--- src/design/gradient_noise_2d_defines.svh ---
// ----------------------------------------------------------------------------
// gradient_noise_2d_defines
// Assertion macros for the gradient noise block.
// ----------------------------------------------------------------------------
`ifndef GRADIENT_NOISE_2D_DEFINES_SVH
`define GRADIENT_NOISE_2D_DEFINES_SVH
`ifndef ASSERT_OFF
`define GN_ASSERT_IMPL(name, pre, post) \
  name: assert property (@(posedge clk) disable iff (rst) (pre) |-> (post)) \
    else $error("gradient_noise_2d: same-cycle check failed");
`define GN_ASSERT_NEXT(name, pre, post) \
  name: assert property (@(posedge clk) disable iff (rst) (pre) |=> (post)) \
    else $error("gradient_noise_2d: next-cycle check failed");
`else
`define GN_ASSERT_IMPL(name, pre, post)
`define GN_ASSERT_NEXT(name, pre, post)
`endif
`endif

--- src/design/gn2d_fade.sv ---
// ----------------------------------------------------------------------------
// gn2d_fade
// Three-stage quintic fade 6t^5-15t^4+10t^3 of a Q0.16 fraction.
// ----------------------------------------------------------------------------
module gn2d_fade (
  input  logic        clk,
  input  logic        en,
  input  logic [15:0] t,
  output logic [16:0] fade
);
  logic [15:0] t1;
  logic [31:0] t2;
  logic [47:0] cube;
  logic signed [37:0] poly;
  logic signed [37:0] poly_next;
  logic [52:0] prod;

  assign poly_next = $signed({3'b000, t2, 3'b000}) - $signed({5'b0, t2, 1'b0})
                   - $signed(38'(t1) * 38'sd983040) + 38'sd42949672960;
  assign prod = 53'(cube[47:16]) * 53'(poly[36:16]) + 53'd2147483648;

  always_ff @(posedge clk) begin
    if (en) begin
      t1   <= t;
      t2   <= 32'(t) * 32'(t);
      cube <= 48'(t2) * 48'(t1);
      poly <= poly_next;
      fade <= prod[48:32];
    end
  end
endmodule

--- config.mk ---
export PLATFORM = sky130hd
export DESIGN_NAME = gn2d_fade
export DESIGN_NICKNAME = d
export VERILOG_FILES = /design/src/design/gradient_noise_2d_defines.svh /design/src/design/gn2d_fade.sv
export SDC_FILE = /design/constraint.sdc
export NUM_CORES = 2
export LEC_CHECK = 0
export BUFFER_PORTS_ARGS = -buffer_cell sky130_fd_sc_hd__buf_4
export CORE_MARGIN = 1.5
export CORE_UTILIZATION = 45
export DETAILED_ROUTE_END_ITERATION = 8
export SETUP_SLACK_MARGIN = 0.15
export SLEW_MARGIN = 25
export SYNTH_ARGS = -nofsm -noshare
export SYNTH_HDL_FRONTEND = slang
export SYNTH_SLANG_ARGS = --single-unit
--- constraint.sdc ---
create_clock -name clk -period 8.1 [get_ports clk]
set_input_delay 1.215 -clock clk [delete_from_list [all_inputs] [get_ports clk]]
set_output_delay 1.215 -clock clk [all_outputs]
set_load 0.03 [all_outputs]
==> impl_results.md <==
- Row cnt: 122
- Tightest slew margin relative to the limit: 0.311
- Input/output buffers: 34
- Core area: 111,000 um^2
- Final worst path period share: 0.936
- Grt ovf: 0
- Post-synthesis cell type count: 77
- Crit-path max FO: 17
- CTS tree: built
- Req. time, crit path: 8.32 ns
- EDFF count, synth: 116
- Min-Delay Path Class: in2reg
- DRC: 0
- Footprint of the multi-input gates: 40,400 um^2
- Post-synth top area share: 0.463
- Layout area overhead: 5.43%
- Clock Pin Slew Worst Setup and Hold Paths: 0.07 ns
- Worst setup margin: 0.521 ns
- Die area: 113,000 um^2
- Largest net degree at the start of global routing: 54
- DP Area: 52,100 um^2
- Mean Syn Cell Area: 9.12 um^2
- Synth Cell Area: 50,000 um^2
- Ys Warns: 0
- Fin. max-slew vios: 0
- Highest Clock Rate: 132 MHz
- Most used DFF post-synth: edfxtp_1
- Total Neg Setup Slack: 0 ns
- Root Buffer: clkbuf_16
- Setup violators final: 0
- CTS Sinks: 116
- WL final: 123,000 um
- Die height: 336 um
- Vias: 34,900
- Final GP Congestion: 0.854
- Status: finished clean
- Area leader, netlist: fa_1
- Sequential share of the synthesized area: 0.0696
- Initial antenna violation count: 0
- Ys async rst share: 0
- Post-DP HPWL: 101,000 um
- H-tree Lvls: 4
- Launch point of the worst reg-to-reg path: poly[20]
- Post-DR vias/cell: 5.05
- First-pass GRT wire length: 204,000 um
- Final nets: 7,065
- Top post-synthesis cells by area: fa_1, ha_1, inv_1
- Internal reg-to-reg setup slack: 0.52 ns
- Nature of the critical path startpoint: flop
- Hold Vio Cnt, Final: 0
- Fillers: 10,700
- Worst-skew pair later-pin latency: 0.48 ns
- Setup Crit Path Kind: reg2reg
- Setup slack at placement: 0.511 ns
- Clk buf depth: 2
- Starting DRT DRC Count: 1,782
- Syn_nets: 7,149
- DR pass1 iterations: 7
- Vias in the first global route: 38,500
- Routed wire per std cell: 17.8 um
- Share of layout cells above drive strength 1: 0.0364
- Slew @ Worst Pin: 1.03 ns
- Most frequent cell after synthesis: inv_1
- Final Skew: 0.0173 ns
- Fin area: 52,800 um^2
- Initial core utilization: 0.453
- Die X: 336 um
- Hold worst-path end: t1[3]
- R2R depth: 25
- Register Area: 3480 um^2
- Hold path start: t[3]
- Unrepaired setup endpoints after global routing: false
- CTS Buf Count: 17
- Post-synthesis cell count: 5,487
- Min cycle time layout: 7.58 ns
- Critical Path End Type: flop
- GR Util All Layers: 0.229
- Worst EP arrival: 7.80 ns
- Diode count: 0
- Post-CTS sizing: 0
- I/O pins: 35
- WHS Path Cells: 1
- ANT nets after route: 0
- Max-cap check violation count: 0
- #FFs+latches synth: 116
- Top post-synthesis cells by count: inv_1, fa_1, nand2_1
- Worst r2r dst: fade[16]
[registers in the layout (all words and copies together) (netlist names)]
name / flops
cube: 32
fade: 17
poly: 21
t1: 16
t2: 30
[worst max-delay path, cell delays in order (launching register included)]
cell and delay, ns:
edfxtp_1 0.77, buf_4 0.36, and2_1 0.18, fa_1 0.45
fa_1 0.53, inv_1 0.05, fa_1 0.48, inv_1 0.05
fa_1 0.47, fa_1 0.51, fa_1 0.49, inv_1 0.05
fa_1 0.47, inv_1 0.04, ha_1 0.30, a21o_1 0.16
a21o_1 0.17, a221oi_1 0.34, o22ai_1 0.12, a31oi_1 0.17
buf_4 0.18, o211ai_1 0.23, nand3_1 0.19, nand2_1 0.09
o41ai_1 0.33, xnor2_1 0.11
[metrics by stage]
step,hold WS (ns),std cells,util
floorplan,0.967,5487,-
global placement,1.20,6867,0.471
detailed placement,1.19,6867,0.471
CTS,0.987,6899,0.477
global route,1.02,6904,0.477
finish,1.03,6904,0.477
[worst max-delay path by stage]
stage,from,end,slack (ns),cells past startpoint
after global routing,cube[31],fade[16],0.15,23
after CTS,cube[33],fade[16],0.52,23
final,poly[20],fade[16],0.52,25
after floorplan,t[11],t2[22],1.13,24
after detailed placement,cube[33],fade[16],0.51,23
after global placement,cube[33],fade[16],0.63,23
[cells by family (layout without fill, tap and decap cells)]
group                      count (synthesis)  count (layout)  share of synthesized area
muxes                                      2               2                   0.000425
AOI/OAI and AO/OA                        349             349                     0.0464
buffers and inverters                   1629            1558                      0.122
xor gates and xnor gates                 143             143                     0.0250
and+or+nand+nor                         1604            1604                      0.152
adders and majority gates               1644            1644                      0.585
DFF                                      116             116                     0.0696
[placed cells by master, fill, tap and decap left out, drive strengths merged, types with 26 or more instances in the layout]
master  instances
inv          1393
edfxtp        116
nor3           31
nand3          34
o21ai          67
ha            487
fa           1157
nor2b          26
and2          468
nor2          127
nand2         832
buf           137
xor2           50
a21oi         114
xnor2          93
a21o           53
[metal layers]
layer / share of wire / global-route usage / up-vias
met2: 0.47 / 0.384 / 928
met3: 0.059 / 0.0362 / 169
met1: 0.45 / 0.312 / 17800
met4: 0.022 / 0.0562 / 0
met5: 0 / 0 / -
li1: - / - / 15900
[what timing repair did]
| action | in CTS | in global routing |
|---|---|---|
| hold buffers | 0 | 0 |
| buffers inserted | 0 | 5 |
| endpoints found under the setup margin | 0 | 1 |
[cell type report]
class,instances,area share
multi-input combinational,3742,0.767
clock inverter,15,0.00429
clock buffer,17,0.00806
inverter,1389,0.0988
tap,1488,0.0353
timing repair buffer,137,0.0210
sequential,116,0.0660
Power is left out: the tool's default activity adds up to more than one toggle a clock period on the data nets, which glitch-free logic cannot reach.
