## config.mk

```make
export PLATFORM = sky130hd
export DESIGN_NAME = gn2d_hash
export DESIGN_NICKNAME = d
export VERILOG_FILES = /design/src/design/gradient_noise_2d_defines.svh /design/src/design/gn2d_pkg.sv /design/src/design/gn2d_hash.sv
export SDC_FILE = /design/constraint.sdc
export NUM_CORES = 2
export LEC_CHECK = 0
export BUFFER_PORTS_ARGS = -buffer_cell sky130_fd_sc_hd__buf_2
export CAP_MARGIN = 20
export CORE_ASPECT_RATIO = 1.1
export CORE_MARGIN = 2
export CORE_UTILIZATION = 40
export CTS_CLUSTER_SIZE = 28
export DETAILED_ROUTE_END_ITERATION = 10
export PLACE_DENSITY = 0.65
export SETUP_SLACK_MARGIN = 0.15
export SYNTH_ARGS = -nofsm -noshare
export SYNTH_HDL_FRONTEND = slang
export SYNTH_SLANG_ARGS = --single-unit
```

## constraint.sdc

```tcl
create_clock -name clk -period 8.8 [get_ports clk]
set_clock_uncertainty 0.15 [all_clocks]
set_input_delay 2.64 -clock clk [delete_from_list [all_inputs] [get_ports clk]]
set_output_delay 2.64 -clock clk [all_outputs]
set_load 0.05 [all_outputs]
```

## src/design/gradient_noise_2d_defines.svh

```systemverilog
// ----------------------------------------------------------------------------
// gradient_noise_2d_defines
// Assertion macros for the gradient noise block.
// ----------------------------------------------------------------------------
`ifndef GRADIENT_NOISE_2D_DEFINES_SVH
`define GRADIENT_NOISE_2D_DEFINES_SVH
`ifndef ASSERT_OFF
`define GN_ASSERT_IMPL(name, pre, post) \
  name: assert property (@(posedge clk) disable iff (rst) (pre) |-> (post)) \
    else $error("gradient_noise_2d: same-cycle check failed");
`define GN_ASSERT_NEXT(name, pre, post) \
  name: assert property (@(posedge clk) disable iff (rst) (pre) |=> (post)) \
    else $error("gradient_noise_2d: next-cycle check failed");
`else
`define GN_ASSERT_IMPL(name, pre, post)
`define GN_ASSERT_NEXT(name, pre, post)
`endif
`endif

```

## src/design/gn2d_pkg.sv

```systemverilog
// ----------------------------------------------------------------------------
// gn2d_pkg
// Constants, types and the gradient table function of the noise block.
// ----------------------------------------------------------------------------
package gn2d_pkg;

  typedef logic signed [33:0] corner_t;

  localparam logic [31:0] HASH_MX = 32'd374761393;
  localparam logic [31:0] HASH_MY = 32'd668265263;
  localparam logic [31:0] HASH_M1 = 32'd1274126177;
  localparam logic [31:0] HASH_M2 = 32'd2246822519;
  localparam logic [63:0] HALF_PI_Q30 = 64'd1686629713;
  localparam logic [63:0] ONE_Q30 = 64'd1073741824;
  localparam logic signed [17:0] SQRT2_Q16 = 18'sd92682;

  function automatic logic [15:0] to_q15(logic signed [63:0] acc);
    logic signed [63:0] a;
    logic signed [63:0] q;
    a = acc;
    if (a < 0) a = 0;
    if (a > $signed(ONE_Q30)) a = $signed(ONE_Q30);
    q = (a + 64'sd16384) >>> 15;
    if (q > 64'sd32767) q = 64'sd32767;
    return q[15:0];
  endfunction

  // {cos, sin} in Q1.15 for step r of a quadrant split into 2^(abits-2) steps
  function automatic logic [31:0] gn2d_trig(logic [63:0] r, int abits);
    logic [63:0] t;
    logic [63:0] tt;
    logic [63:0] term;
    logic signed [63:0] sacc;
    logic signed [63:0] cacc;
    t = (r * HALF_PI_Q30) >> (abits - 2);
    tt = (t * t) >> 30;
    term = t;
    sacc = $signed(t);
    term = ((term * tt) >> 30) / 6;   sacc = sacc - $signed(term);
    term = ((term * tt) >> 30) / 20;  sacc = sacc + $signed(term);
    term = ((term * tt) >> 30) / 42;  sacc = sacc - $signed(term);
    term = ((term * tt) >> 30) / 72;  sacc = sacc + $signed(term);
    term = ((term * tt) >> 30) / 110; sacc = sacc - $signed(term);
    term = ((term * tt) >> 30) / 156; sacc = sacc + $signed(term);
    term = ONE_Q30;
    cacc = $signed(ONE_Q30);
    term = ((term * tt) >> 30) / 2;   cacc = cacc - $signed(term);
    term = ((term * tt) >> 30) / 12;  cacc = cacc + $signed(term);
    term = ((term * tt) >> 30) / 30;  cacc = cacc - $signed(term);
    term = ((term * tt) >> 30) / 56;  cacc = cacc + $signed(term);
    term = ((term * tt) >> 30) / 90;  cacc = cacc - $signed(term);
    term = ((term * tt) >> 30) / 132; cacc = cacc + $signed(term);
    term = ((term * tt) >> 30) / 182; cacc = cacc - $signed(term);
    return {to_q15(cacc), to_q15(sacc)};
  endfunction

endpackage

```

## src/design/gn2d_hash.sv

```systemverilog
// ----------------------------------------------------------------------------
// gn2d_hash
// Four-stage multiply-xorshift hash of one lattice corner and the seed.
// ----------------------------------------------------------------------------
module gn2d_hash (
  input  logic        clk,
  input  logic        en,
  input  logic [31:0] ix,
  input  logic [31:0] iy,
  input  logic [31:0] seed,
  output logic [31:0] hash
);
  import gn2d_pkg::*;

  logic [31:0] px;
  logic [31:0] py;
  logic [31:0] sd;
  logic [31:0] h2;
  logic [31:0] h3;
  logic [31:0] h4;
  logic [31:0] sum;
  logic [31:0] x3;

  assign sum = px + py + sd;
  assign x3  = h3 ^ (h3 >> 16);

  always_ff @(posedge clk) begin
    if (en) begin
      px <= ix * HASH_MX;
      py <= iy * HASH_MY;
      sd <= seed;
      h2 <= sum ^ (sum >> 13);
      h3 <= h2 * HASH_M1;
      h4 <= x3 * HASH_M2;
    end
  end

  assign hash = h4 ^ (h4 >> 13);
endmodule

```

==> metrics.md <==
| Metric | Value |
|---|---|
| Outcome | `complete, no violations` |
| # port buffers | `129` |
| First-pass GRT wire length | `164 mm` |
| Core area | `around 110000 sq um` |
| Top-level I/O count | `130` |
| Final period util | `95.9%` |
| Final Slew Violations | `0` |
| Initial antenna violation count | `3` |
| Share of layout cells above drive strength 1 | `10.2%` |
| Final wirelength | `103 mm` |
| Initial core utilization | `40.3%` |
| Die Span X | `320 microns` |
| Pin slew with the least headroom to its limit | `just under 0.9 ns` |
| Syn Area/Cell | `11.0 sq um` |
| Htree depth | `4` |
| Grt total ovfl | `0` |
| Mapped Area | `43900 sq um` |
| Layout Utilization | `44.6%` |
| Crit start category | `primary input` |
| WP data required | `approximately 9 ns` |
| RSZ-0062 raised after global routing | `true` |
| Syn Inst Count | `approximately 4.0k` |
| Synth area leaders | `fa_1, ha_1, edfxtp_1` |
| Worst R2R Start | `h3[22]` |
| Post-synthesis register bit count | `192` |
| Min Tclk post-route | `8.44 ns` |
| P&R area growth vs syn | `10.8%` |
| Vias/cell | `~4.7` |
| PnR worst setup slack | `0.357 ns` |
| Fillers | `between 10k and 15k` |
| Routed len/inst | `17.9 microns` |
| Hpwl dp | `94.7 mm` |
| Die area | `roughly 110000 sq um` |
| Vias in the first global route | `30.5k` |
| Setup Viol. Count Final | `0` |
| Vias | `27.2k` |
| Slew Limit Headroom | `between 40% and 50%` |
| Crit path from | `ix[11]` |
| Fin. Hold Viols | `0` |
| Worst min path class | `register to register` |
| Worst-path clk slew | `roughly 0.090 ns` |
| Sequential share of the synthesized area | `between 10% and 20%` |
| Buffers & Inverters on Critical Path | `7` |
| CP max FO | `4` |
| Worst path cell trace | `buf_2, inv_1, fa_1, inv_1, fa_1, ha_1, inv_1, fa_1, fa_1, inv_1, fa_1, fa_1, inv_1, fa_1, inv_1, ha_1, a21o_1, a211o_1, or3_1, o21ai_1, o2111ai_1, a21oi_1, xnor2_1` |
| WS Path Type | `primary input to register` |
| Most numerous cell on the critical path | `fa_1` |
| Clock Path Buffers | `2` |
| Global Route Usage Sum | `around a fifth` |
| Netlist cell types | `78` |
| Placed instance area | `47900 sq um` |
| Most common flop cell mapped by yosys | `edfxtp_1` |
| Hold WS | `0.632 ns` |
| CTS Buf Count | `17` |
| Hold buffers post-CTS | `0` |
| TritonCTS clock tree | `yes` |
| Worst endpoint data arrival time | `8.52 ns` |
| CP max stage cell | `fa_1` |
| Number of flops mapped to enable cells by yosys | `192` |
| Synth warn | `0` |
| Final ANT Viol Nets | `0` |
| Max-Cap Viols | `0` |
| Post-synth top area share | `40.3%` |
| DR iter-0 viols | `~1.2k` |
| Clock root buffer | `clkbuf_16` |
| Drc violations | `0` |
| 1st-pass router iterations | `6` |
| Final Net Count | `about 6k` |
| Final instance area | `around 49000 sq um` |
| Cell family with most CP delay | `adder cells` |
| Cell accounting for the most synthesized area | `fa_1` |
| GP Congestion | `around 0.94` |
| FP Rows | `127` |
| Max Clk Rate | `118 MHz` |
| Clock Latency Late Sink | `0.48 ns` |
| Ys async rst share | `0%` |
| CTS Sinks | `approximately 190` |
| Hold Startpoint | `py[0]` |
| Chip height | `351 microns` |
| Place WS | `-0.418 ns` |
| Critical path endpoint category | `register` |
| Crit-path max cell delay | `0.56 ns` |
| Syn_nets | `5711` |
| Largest net degree at the start of global routing | `68` |
-- sequential cells by signal, summed over array words and instances (netlist names) --
register / count
h2: 32
h4: 32
h3: 32
py: 32
sd: 32
px: 32
-- layout by cell type (no fill, tap or decap), drive strengths merged, types with 57 or more instances in the layout --
cell type	count
a21o	60
a21oi	100
inv	1305
fa	884
o21ai	57
ha	738
xor2	95
edfxtp	192
xnor2	230
buf	337
-- Yosys cell counts, drive strengths merged, types with 6 or more instances --
library cell / count
a21oi: 100
ha: 738
nor2: 56
nand4: 6
buf: 13
edfxtp: 192
a21boi: 6
nor3: 19
xor2: 95
nand2b: 14
o21ai: 57
nand2: 47
a21o: 60
nor2b: 12
and3: 14
o21a: 17
a211oi: 14
inv: 1301
o21bai: 18
nand3: 18
xnor2: 230
or3: 7
fa: 884
o31ai: 7
-- worst min-delay path: stages, from the launching register on --
cell and delay, ns:
edfxtp_1 0.36, fa_1 0.19, xor2_1 0.07
-- metal layers --
layer / GRT usage, % / share of wire [%]
met5: 0 / 0.013
met4: 7.15 / 3.9
met3: 1.91 / 2.8
met2: 35.8 / 53
met1: 22.8 / 40
-- per-stage QoR --
step,cells,TNS (ns)
6_report,5767,0
2_1_floorplan,3991,0
3_3_place_gp,5732,-2.61
3_5_place_dp,5732,-3.04
4_1_cts,5764,0
5_1_grt,5767,0
-- kinds of logic (layout without fill, tap and decap cells) --
family	count (synthesis)	after routing	synth area share, %
adder cells (fa/ha/maj)	1622	1622	61.4
buffers and inverters	1315	1671	11.4
AO/OA/AOI/OAI	329	329	5.24
XOR/XNOR	326	326	6.54
AND/OR/NAND/NOR	206	206	2.30
flip-flops	192	192	13.1
multiplexers	1	1	0.0257
other	0	1	0
-- area by class of cell --
class	count	area, sq um	area share (%)
antenna	1	2.50	0.00515
clock buffer	17	425	0.875
clock inverter	15	190	0.391
inverter	1301	4890	10.1
multi-input combinational	2484	33300	68.5
sequential	192	5770	11.9
tap	1419	1780	3.65
timing repair buffer	338	2270	4.67
-- final timing paths --
kind              slack [ns]  cells after the start     end
hold reg to reg         0.63                      2   h2[0]
setup / recovery        0.36                     23  px[31]
hold / removal          0.63                      2   h2[0]
setup reg to reg        0.78                     22  h4[30]
-- timing repair --
item / in CTS / in global routing
pin swaps: 2 / 36
endpoints found under the setup margin: 2 / 10
setup buffers: 0 / 2
resized for setup: 1 / 34
Power is left out: the tool's default activity adds up to more than one toggle a clock period on the data nets, which glitch-free logic cannot reach.
